### src/hdl/hdtmc_pkg.sv
package hdtmc_pkg;

  localparam int unsigned MaxParticles = 4096;
  localparam int unsigned PosFracBits  = 16;

  localparam int unsigned IdxW   = $clog2(MaxParticles);
  localparam int unsigned PidW   = 12;
  localparam int unsigned PinW   = 13;
  localparam int unsigned PosW   = 24;
  localparam int unsigned BoxW   = 24;
  localparam int unsigned StepW  = 17;
  localparam int unsigned DistW  = 46;
  localparam int unsigned CfgW   = 46;
  localparam int unsigned CfgIdxW = 2;
  localparam int unsigned ActW   = 2;

  localparam int unsigned ProdW    = StepW + 1 + PosW;
  localparam int unsigned StepValW = ProdW - PosFracBits;
  localparam int unsigned TrialW   = ((StepValW > PosW) ? StepValW : PosW) + 1;
  localparam int unsigned DiffW    = TrialW + 2;
  localparam int unsigned SqW      = 2 * DiffW;
  localparam int unsigned SumW     = SqW + 1;
  localparam int unsigned BestW    = DistW + 1;
  localparam int unsigned MemW     = 2 * PosW;

  localparam logic [PinW-1:0]  MaxCount     = PinW'(MaxParticles);
  localparam logic [PinW-1:0]  PinReset     = 13'd4096;
  localparam logic [BoxW-1:0]  BoxReset     = 24'd9830400;
  localparam logic [StepW-1:0] StepReset    = 17'd32768;
  localparam logic [DistW-1:0] ContactReset = 46'd17179869184;

  typedef enum logic [CfgIdxW-1:0] {
    CfgParticles = 2'd0,
    CfgBox       = 2'd1,
    CfgStep      = 2'd2,
    CfgContact   = 2'd3
  } cfg_idx_e;

  typedef enum logic [ActW-1:0] {
    ActLoad  = 2'd0,
    ActTrial = 2'd1,
    ActRead  = 2'd2
  } action_e;

  typedef enum logic [3:0] {
    StIdle,
    StLoad,
    StRdAddr,
    StRdData,
    StTrAddr,
    StTrData,
    StSweep,
    StDrain,
    StDecide,
    StDone
  } state_e;

  typedef struct packed {
    logic capture;
    logic res_load;
    logic res_rd;
    logic tx_load;
    logic sweep_start;
    logic issue;
    logic decide;
    logic out_load;
  } cmd_t;

  typedef struct packed {
    logic sweep_done;
    logic pipe_busy;
  } sts_t;

  // Wraps a difference at most once by the box size, in each direction.
  function automatic logic signed [DiffW-1:0] wrap_once(input logic signed [DiffW-1:0] d,
                                                        input logic [BoxW-1:0] bs);
    logic signed [DiffW-1:0] bsd;
    logic signed [DiffW:0]   bs2;
    logic signed [DiffW:0]   d2;
    logic signed [DiffW-1:0] r;
    bsd = $signed({{(DiffW - BoxW){1'b0}}, bs});
    bs2 = $signed({{(DiffW + 1 - BoxW){1'b0}}, bs});
    r   = d;
    d2  = $signed({r, 1'b0});
    if (d2 > bs2) begin
      r = r - bsd;
    end
    d2 = $signed({r, 1'b0});
    if (d2 < -bs2) begin
      r = r + bsd;
    end
    return r;
  endfunction

  function automatic logic signed [PosW-1:0] sat_pos(input logic signed [DiffW-1:0] v);
    logic signed [DiffW-1:0] hi;
    logic signed [DiffW-1:0] lo;
    logic signed [PosW-1:0]  r;
    hi = $signed({{(DiffW - PosW + 1){1'b0}}, {(PosW - 1){1'b1}}});
    lo = $signed({{(DiffW - PosW + 1){1'b1}}, {(PosW - 1){1'b0}}});
    if (v > hi) begin
      r = hi[PosW-1:0];
    end else if (v < lo) begin
      r = lo[PosW-1:0];
    end else begin
      r = v[PosW-1:0];
    end
    return r;
  endfunction

endpackage

### src/hdl/hdtmc_ctrl.sv
module hdtmc_ctrl (
  input  logic                           clk_i,
  input  logic                           rst_ni,
  input  logic                           in_valid_i,
  output logic                           in_stall_o,
  input  logic [hdtmc_pkg::ActW-1:0]     action_i,
  output logic                           out_valid_o,
  input  logic                           out_stall_i,
  input  hdtmc_pkg::sts_t                sts_i,
  output hdtmc_pkg::cmd_t                cmd_o
);

  hdtmc_pkg::state_e state_q, state_d;
  logic              out_valid_q, out_valid_d;
  logic              accept;
  logic              out_free;

  assign accept   = in_valid_i && (state_q == hdtmc_pkg::StIdle);
  assign out_free = !out_valid_q || !out_stall_i;

  always_comb begin
    state_d = state_q;
    unique case (state_q)
      hdtmc_pkg::StIdle: begin
        if (in_valid_i) begin
          unique case (hdtmc_pkg::action_e'(action_i))
            hdtmc_pkg::ActLoad:  state_d = hdtmc_pkg::StLoad;
            hdtmc_pkg::ActTrial: state_d = hdtmc_pkg::StTrAddr;
            default:             state_d = hdtmc_pkg::StRdAddr;
          endcase
        end
      end
      hdtmc_pkg::StLoad:   state_d = hdtmc_pkg::StDone;
      hdtmc_pkg::StRdAddr: state_d = hdtmc_pkg::StRdData;
      hdtmc_pkg::StRdData: state_d = hdtmc_pkg::StDone;
      hdtmc_pkg::StTrAddr: state_d = hdtmc_pkg::StTrData;
      hdtmc_pkg::StTrData: state_d = hdtmc_pkg::StSweep;
      hdtmc_pkg::StSweep: begin
        if (sts_i.sweep_done) begin
          state_d = hdtmc_pkg::StDrain;
        end
      end
      hdtmc_pkg::StDrain: begin
        if (!sts_i.pipe_busy) begin
          state_d = hdtmc_pkg::StDecide;
        end
      end
      hdtmc_pkg::StDecide: state_d = hdtmc_pkg::StDone;
      hdtmc_pkg::StDone: begin
        if (out_free) begin
          state_d = hdtmc_pkg::StIdle;
        end
      end
      default: state_d = hdtmc_pkg::StIdle;
    endcase
  end

  always_comb begin
    cmd_o         = '0;
    cmd_o.capture = accept;
    unique case (state_q)
      hdtmc_pkg::StLoad:   cmd_o.res_load = 1'b1;
      hdtmc_pkg::StRdData: cmd_o.res_rd = 1'b1;
      hdtmc_pkg::StTrData: begin
        cmd_o.res_rd      = 1'b1;
        cmd_o.tx_load     = 1'b1;
        cmd_o.sweep_start = 1'b1;
      end
      hdtmc_pkg::StSweep:  cmd_o.issue = !sts_i.sweep_done;
      hdtmc_pkg::StDecide: cmd_o.decide = 1'b1;
      hdtmc_pkg::StDone:   cmd_o.out_load = out_free;
      default: ;
    endcase
  end

  always_comb begin
    if (cmd_o.out_load) begin
      out_valid_d = 1'b1;
    end else if (!out_stall_i) begin
      out_valid_d = 1'b0;
    end else begin
      out_valid_d = out_valid_q;
    end
  end

  always_ff @(posedge clk_i or negedge rst_ni) begin
    if (!rst_ni) begin
      state_q     <= hdtmc_pkg::StIdle;
      out_valid_q <= 1'b0;
    end else begin
      state_q     <= state_d;
      out_valid_q <= out_valid_d;
    end
  end

  assign in_stall_o  = (state_q != hdtmc_pkg::StIdle);
  assign out_valid_o = out_valid_q;

endmodule

### config.mk
export PLATFORM = sky130hd
export DESIGN_NAME = hdtmc_ctrl
export DESIGN_NICKNAME = d
export VERILOG_FILES = /design/src/hdl/hdtmc_pkg.sv /design/src/hdl/hdtmc_ctrl.sv
export SDC_FILE = /design/constraint.sdc
export NUM_CORES = 1
export LEC_CHECK = 0
export BUFFER_PORTS_ARGS = -buffer_cell sky130_fd_sc_hd__buf_2
export CORE_AREA = 5 5 42 44
export CTS_BUF_LIST = sky130_fd_sc_hd__clkbuf_4 sky130_fd_sc_hd__clkbuf_8 sky130_fd_sc_hd__clkbuf_16
export CTS_CLUSTER_DIAMETER = 120
export DETAILED_ROUTE_END_ITERATION = 8
export DIE_AREA = 0 0 47 49
export SKIP_LAST_GASP = 1
export SLEW_MARGIN = 20
export SYNTH_ARGS = -nofsm -noshare
export SYNTH_HDL_FRONTEND = slang
export SYNTH_SLANG_ARGS = --single-unit
### constraint.sdc
create_clock -name clk_i -period 1.7 [get_ports clk_i]
set_input_delay 0.085 -clock clk_i [delete_from_list [all_inputs] [get_ports clk_i]]
set_output_delay 0.085 -clock clk_i [all_outputs]
set_load 0.01 [all_outputs]
==> results.ini, run 1 <==
[synthesis]
syn_nets=57
synth_edf_count=0
synth_cell_type_count=26
synthCells=49
ys.flop_type=dfrtp_1
synth-seq-cells=5
yosysTopAreaCell=dfrtp_1
netlist_area_sq_um=407
synth_area_leaders=dfrtp_1, nand2b_1, buf_4, mux2_1, nor2_1
syn_area_per_cell_sq_um=8.30
ys_seq_area_share_pct=30.8
yosys_warnings=0
synthTopCellsByCount=dfrtp_1, nor2_1, nand2b_1
synth_top_area_share_pct=30.8
postSynth.asyncResetShare_pct=100

[clock_tree]
clk_pin_slew_ns=0.04
clock_path_buffers=2
root_buffer=clkbuf_4
clock_latency_ns=0.24
cts_tree=built
cts_sinks=5
post_cts_buffers=0
cts_buffers=3
cts_max_level=1

[finish]
syn2layout_area_growth_pct=35.4
fillers=156
diodes=0
fin_area_sq_um=551
nets=78
stdcell_count=85
drive_above_1_share_pct=43.5
multi_input_area_sq_um=235
register_area_sq_um=125

[floorplan]
start_util_pct=29.0
num_rows=14
die_y_um=49
fp.dieArea_sq_mm=0.00230
die_w_um=47
io_pins=18
coreArea_sq_mm=0.00140

[worst_setup_path]
critPathLaunchType=flip-flop
crit_chain=or4_4, a21oi_2, nor3_1, mux2_1
critPathKind=reg -> reg
critPathArrivalTime_ns=1.71
endpoint_kind=flip-flop
critPathRequiredTime_ns=1.82
crit_fanout=2
reg2regPathDepth=4
cpMaxStageDelayCell=or4_4
critPathMaxStageDelay_ns=0.53

[hold_path]
hold_path_class=in -> reg
worstHoldPathCells=3

[drt]
drtIter0Drc=9
dr.pass1.iters=4
via_count=424
via_per_inst=4.99
totalWireLength_um=1030
drc_errors=0
ant_nets=0
routedWlPerCell_um=12.1

[timing]
finalHoldViolations=0
setup_viol=0
setup-tns-final_ns=0
slew_headroom_pct=78.3
layout_min_cycle_time_ns=1.59
rsz0062_at_grt=no
holdWs_ns=0.110
period_share_pct=93.8
maxSlewViolCount=0
fin_skew_ns=0.00117
max_freq_ghz=0.627
worst_slew_pin_slew_ns=0.323

[place]
port_buffers=17
dp_hpwl_um=834
gp_congestion=0.791
placed_cells=80
place_area_sq_um=510

[global_route]
antenna_found_initial=0
grt_pass1_wl_um=1640
grt_usage_pct=9.46
first_global_vias=378
grt_max_degree=14
gr-total-overflow=0

[power]
p_leak_uw=0.000269
switching_share_pct=42.3
power_frac_seq_pct=21.8
power.net_switching_uw=414
intPower_uw=565
combPwrFrac_pct=62.9
power.density_mw_per_mm2=1780
p_clk_share_pct=15.3
ir_drop_uv=600

[job]
max_cap_violations=0

[run_status]
status=completed

-- sequential cells by signal (all words and copies together) (netlist names) --
| register | cells |
|---|---|
| out_valid_o | 1 |
| state_q | 4 |
-- power groups by stage --
| stage | combinational (uW) | sequential [uW] | clock [uW] |
|---|---|---|---|
| after floorplan | 443 | 203 | 0 |
| after global placement | 605 | 217 | 0 |
| after detailed placement | 619 | 217 | 0 |
| after CTS | 623 | 215 | 155 |
| after global routing | 674 | 227 | 164 |
| final | 616 | 214 | 150 |
-- layer usage --
layer / part of all wire, % / track usage (%) / vias to the layer above
met5: 0 / 0 / -
met2: 44 / 12.7 / 19
met3: 8.1 / 1.11 / 2
li1: - / - / 217
met4: 1.4 / 4.15 / 0
met1: 47 / 14.6 / 186
-- cells in the final DEF (no fill, tap or decap), drive strengths merged, types with 2 or more instances in the layout --
master  synthesis  final
nand2           3      3
nor4b           2      2
nor3            3      3
buf             4     22
dfrtp           5      5
mux2            2      2
clkbuf          3      4
nand2b          4      4
inv             2      2
o21ai           2      2
a21oi           3      3
nor2            5      5
-- layout make-up --
cell class | instances | share of cell area, %
multi-input cells | 35 | 42.7
repair buffers | 23 | 24.1
flip-flops and latches | 5 | 22.7
clock buffers | 4 | 5.45
well taps | 16 | 3.64
inverters | 2 | 1.36
-- worst paths after layout --
kind / slack (ns) / from / endpoint
worst max-delay path: 0.11 / state_q[0]$_DFFE_PN0P_ / state_q[1]$_DFFE_PN0P_
worst min-delay path: 0.11 / out_stall_i / out_valid_o$_DFFE_PN0P_
worst max register to register: 0.11 / state_q[0]$_DFFE_PN0P_ / state_q[1]$_DFFE_PN0P_
worst min register to register: 0.54 / out_valid_o$_DFFE_PN0P_ / out_valid_o$_DFFE_PN0P_
max in group asynchronous: 1.38 / rst_ni / state_q[2]$_DFFE_PN0P_
min in group asynchronous: 0.19 / rst_ni / state_q[3]$_DFFE_PN0P_
-- worst max-delay path, delay by kind of cell (launching register included) --
family | cells | cell delay, ns
DFF | 1 | 0.37
and+or+nand+nor | 2 | 0.62
AOI/OAI and AO/OA | 1 | 0.17
muxes | 1 | 0.32
-- kinds of logic after synthesis --
group           share of synthesized area (%)
mux                                      5.54
flops                                    30.8
compound gates                           16.9
buf+inv                                  11.4
simple gates                             33.2
xor+xnor                                 2.15
-- what timing repair did --
action / in CTS / in global routing
endpoints found under the hold margin: 5 / 0
hold buffers: 1 / 0
gates resized for setup: 0 / 0
-- through the flow --
step | worst slack (ns) | total power, uW | util (%)
floorplan | 0.108 | 647 | -
global route | 0.0437 | 1060 | 39.3
global placement | 0.137 | 822 | 36.4
finish | 0.106 | 979 | 39.3
CTS | 0.0988 | 994 | 39.3
detailed placement | 0.105 | 836 | 36.4
Power figures use the tool's default switching activity.
==> inputs of run 2 (changes only) <==
Settings changed: MAX_ROUTING_LAYER from default to met4.
==> run 2 against run 1 <==
  * Final cell count is the same
  * Clock power barely moved
  * Critical path type unchanged
  * Global-route usage rose by 0.24 points
  * Critical path depth stayed put
  * Clock skew about the same
  * Highest routed layer unchanged
  * Critical endpoint unchanged
  * Flip-flop and latch count is the same
  * Sequential power about the same
  * Largest power group unchanged
==> results.ini, run 2 (synthesis gave the netlist of run 1 again) <==
[finish]
final_util_pct=39.3
nets=78
syn2layout_area_growth_pct=35.4
largest_reg_flops=4
diodes=0
layout_common_cells=buf_2, nor2_1, dfrtp_1, buf_4
drive_above_1_share_pct=43.5
final_common_cell=buf_2
fillers=156
regMostFlops=state_q
fin_area_sq_um=551

[timing]
timing.final.ws_setup_ns=0.106
finalHoldViolations=0
holdWs_ns=0.110
max_freq_ghz=0.627
setup_viol=0
layout_min_cycle_time_ns=1.59
maxSlewViolCount=0
period_share_pct=93.8
setup-tns-final_ns=0
worst_slew_pin_slew_ns=0.323
slew_headroom_pct=78.3
rsz0062_at_grt=no
fin_skew_ns=0.00117

[global_route]
top_usage_layer=met1
grt_usage_pct=9.70
use_met3_pct=1.11
use_met1_pct=14.6
grt_pass1_wl_um=1640
antenna_found_initial=0
use_met2_pct=12.7
gr-total-overflow=0
grt_max_degree=14
first_global_vias=377

[clock_tree]
cts_max_level=1
ctsHoldBuffers=1
clk_pin_slew_ns=0.04
clock_latency_ns=0.24
cts_buffers=3
cts_sinks=5
clock_path_buffers=2
cts_tree=built
post_cts_buffers=0
ctsResizeCount=0
root_buffer=clkbuf_4

[drt]
dr.pass1.iters=4
drc_errors=0
via_count=424
ant_nets=0
routedWlPerCell_um=12.1
totalWireLength_um=1030
drtIter0Drc=7
via_per_inst=4.99

[place]
dp_hpwl_um=834
post-place-ws_ns=0.105
port_buffers=17
gp_congestion=0.802
place_area_sq_um=510

[worst_setup_path]
critPathLaunchType=flip-flop
critPathKind=reg -> reg
critPathRequiredTime_ns=1.82
crit_fanout=2
critPathArrivalTime_ns=1.71
endpoint_kind=flip-flop

[floorplan]
die_w_um=47
start_util_pct=29.0
fp.dieArea_sq_mm=0.00230
num_rows=14
die_y_um=49
coreArea_sq_mm=0.00140
io_pins=18

[hold_path]
hold_path_class=in -> reg

[power]
p_leak_uw=0.000269
ir_drop_uv=600
power.density_mw_per_mm2=1780

[run_status]
status=completed

[job]
max_cap_violations=0

run 2: cell counts in the layout (fill, tap and decap cells not counted):
No cell type changed its count.
run 2: final timing paths:
kind	start	to	slack [ns]	cells after the start
hold reg to reg	out_valid_o$_DFFE_PN0P_	out_valid_o$_DFFE_PN0P_	0.54	2
setup / recovery	state_q[0]$_DFFE_PN0P_	state_q[1]$_DFFE_PN0P_	0.11	4
max in group asynchronous	rst_ni	state_q[2]$_DFFE_PN0P_	1.38	2
hold / removal	out_stall_i	out_valid_o$_DFFE_PN0P_	0.11	3
min in group asynchronous	rst_ni	state_q[3]$_DFFE_PN0P_	0.19	2
setup reg to reg	state_q[0]$_DFFE_PN0P_	state_q[1]$_DFFE_PN0P_	0.11	4
run 2: where the power goes:
part / switching, uW / internal [uW] / leakage [uW]
logic: 327 / 288 / 0.000188
clock network: 45.6 / 104 / 0.0000184
registers: 41.1 / 173 / 0.0000629
run 2: final cells by class:
type | count | area (sq um) | area share (%)
Multi-Input combinational cell | 35 | 235 | 42.7
Sequential cell | 5 | 125 | 22.7
Tap cell | 16 | 20.0 | 3.64
Clock buffer | 4 | 30.0 | 5.45
Timing Repair Buffer | 23 | 133 | 24.1
Inverter | 2 | 7.51 | 1.36
run 2: metrics by stage:
stage | total power (uW) | cells
floorplan | 647 | 49
global placement | 822 | 80
detailed placement | 836 | 80
CTS | 994 | 85
global route | 1060 | 85
finish | 979 | 85
run 2: layer usage:
metal / wire, um / vias to the layer above
li1: - / 217
met1: 479 / 186
met2: 448 / 19
met3: 83 / 2
met4: 14 / 0
met5: 0 / -
run 2: worst max-delay path, cell delays in order (launching register included):
cell and delay (ns):
dfrtp_1 0.37, or4_4 0.53, a21oi_2 0.17, nor3_1 0.09, mux2_1 0.32
==> inputs of run 3 (changes only) <==
Clock period 1.7 ns to 1.4 ns, I/O delays scaled along.
==> run 3 against run 2 <==
  * The run now ends with setup timing left
  * Power is 64% higher
  * Sequential share of layout area is 6.0 points lower
  * Clock power is 19% higher
  * Via count is 14% higher
  * Critical path depth stayed put
  * Largest cell class unchanged
  * Largest power group unchanged
==> results.ini, run 3 (synthesis gave the netlist of run 1 again) <==
[worst_setup_path]
endpoint_kind=flip-flop
cpLargestDelayFamily=simple AND/OR/NAND/NOR gates
critPathArrivalTime_ns=1.66
critPathLaunchType=flip-flop
crit_chain=or4_4, a21oi_4, nor3_2, mux2_1
critPathMaxStageDelay_ns=0.52
crit_fanout=2
critPathKind=reg -> reg
critPathRequiredTime_ns=1.51
crit_buf_inv=0
cpMaxStageDelayCell=or4_4

[power]
intPower_uw=980
power_frac_seq_pct=15.4
fin_total_pwr_uw=1610
ir_drop_uv=1260
combPwrFrac_pct=73.5
power.density_mw_per_mm2=2150
p_clk_share_pct=11.0
power.net_switching_uw=629
switching_share_pct=39.1
p_leak_uw=0.000360

[clock_tree]
cts_tree=built
clk_pin_slew_ns=0.04
cts_max_level=1
cts_buffers=3
cts_sinks=5
clock_latency_ns=0.23
clock_path_buffers=2
root_buffer=clkbuf_4

[finish]
regMostFlops=state_q
fillers=135
layout_common_cells=buf_4, buf_2, dfrtp_1, buf_6, clkbuf_4
diodes=0
nets=93
syn2layout_area_growth_pct=84.0
largest_reg_flops=4
final_common_cell=buf_4
drive_above_1_share_pct=63.1

[hold_path]
hold_path_class=in -> reg

[timing]
fin_skew_ns=0.000823
timing.final.ws_setup_ns=-0.143
finalHoldViolations=0
rsz0062_at_grt=yes
layout_min_cycle_time_ns=1.54
maxSlewViolCount=0
period_share_pct=110
worst_slew_pin_slew_ns=0.275
setup_viol=6
slew_headroom_pct=81.6
max_freq_ghz=0.648

[global_route]
gr-total-overflow=0
grt_pass1_wl_um=1940
antenna_found_initial=0
grt_usage_pct=11.4
first_global_vias=508
grt_max_degree=9

[place]
port_buffers=17
post-place-ws_ns=-0.144
dp_hpwl_um=891
gp_congestion=0.791

[drt]
totalWireLength_um=1110
drc_errors=0
drtIter0Drc=6
routedWlPerCell_um=11.1
via_count=484
via_per_inst=4.84
dr.pass1.iters=4
ant_nets=0

[floorplan]
fp.dieArea_sq_mm=0.00230
num_rows=14
die_y_um=49
die_w_um=47
io_pins=18
coreArea_sq_mm=0.00140
start_util_pct=29.0

[run_status]
violations=setup timing
status=finished, violations left

[job]
max_cap_violations=0

## run 3: cell types whose count changed in the layout (fill, tap and decap cells not counted), sizes merged
| cell | delta |
|---|---|
| buf | +15 |
## run 3: metal layers
metal | share of wire [%] | GRT usage (%)
met1 | 39 | 12.9
met2 | 57 | 18.8
met3 | 4.2 | 2.58
met4 | 0 | 4.15
met5 | 0 | -
## run 3: worst min-delay path, delay by kind of cell
family | cells | cell delay, ns
buf+inv | 1 | 0.10
simple gates | 2 | 0.15
## run 3: area by class of cell
| cell class | count | area [sq um] | area share (%) |
|---|---|---|---|
| tap | 16 | 20.0 | 2.68 |
| timing repair buffer | 38 | 269 | 36.0 |
| inverter | 2 | 7.51 | 1.00 |
| sequential | 5 | 125 | 16.7 |
| clock buffer | 4 | 30.0 | 4.01 |
| multi-input combinational | 35 | 297 | 39.6 |
## run 3: power by group through the flow
| stage | Combinational (uW) | Sequential [uW] | Clock, uW |
|---|---|---|---|
| CTS | 1090 | 246 | 186 |
| global route | 1290 | 258 | 203 |
| floorplan | 569 | 247 | 0 |
| global placement | 937 | 256 | 0 |
| finish | 1180 | 248 | 178 |
| detailed placement | 941 | 258 | 0 |
## run 3: timing repair
item | 4_1_cts | 5_1_grt
gates resized for setup | 5 | 10
hold buffers | 1 | 0
pin swaps | 2 | 3
setup endpoints to repair | 6 | 13
endpoints found under the hold margin | 5 | 0
setup buffers | 6 | 1
## run 3: per-stage QoR
step                setup TNS, ns  utilization (%)  instance area [sq um]  hold slack (ns)  cells
floorplan                  -0.254                -                    429           -0.226     49
global placement           -0.289             42.8                    599           -0.113     89
detailed placement         -0.384             42.8                    599           -0.110     89
CTS                        -0.829             50.6                    709            0.119    100
global route               -0.944             53.4                    748            0.139    100
finish                     -0.468             53.4                    748            0.121    100
## run 3: final timing paths
kind | startpoint | endpoint | slack [ns] | cells after the start
setup / recovery | state_q[1]$_DFFE_PN0P_ | state_q[0]$_DFFE_PN0P_ | -0.14 | 4
hold / removal | out_stall_i | out_valid_o$_DFFE_PN0P_ | 0.12 | 3
min in group asynchronous | rst_ni | out_valid_o$_DFFE_PN0P_ | 0.18 | 2
setup reg to reg | state_q[1]$_DFFE_PN0P_ | state_q[0]$_DFFE_PN0P_ | -0.14 | 4
hold reg to reg | out_valid_o$_DFFE_PN0P_ | out_valid_o$_DFFE_PN0P_ | 0.57 | 2
max in group asynchronous | rst_ni | state_q[2]$_DFFE_PN0P_ | 1.09 | 2
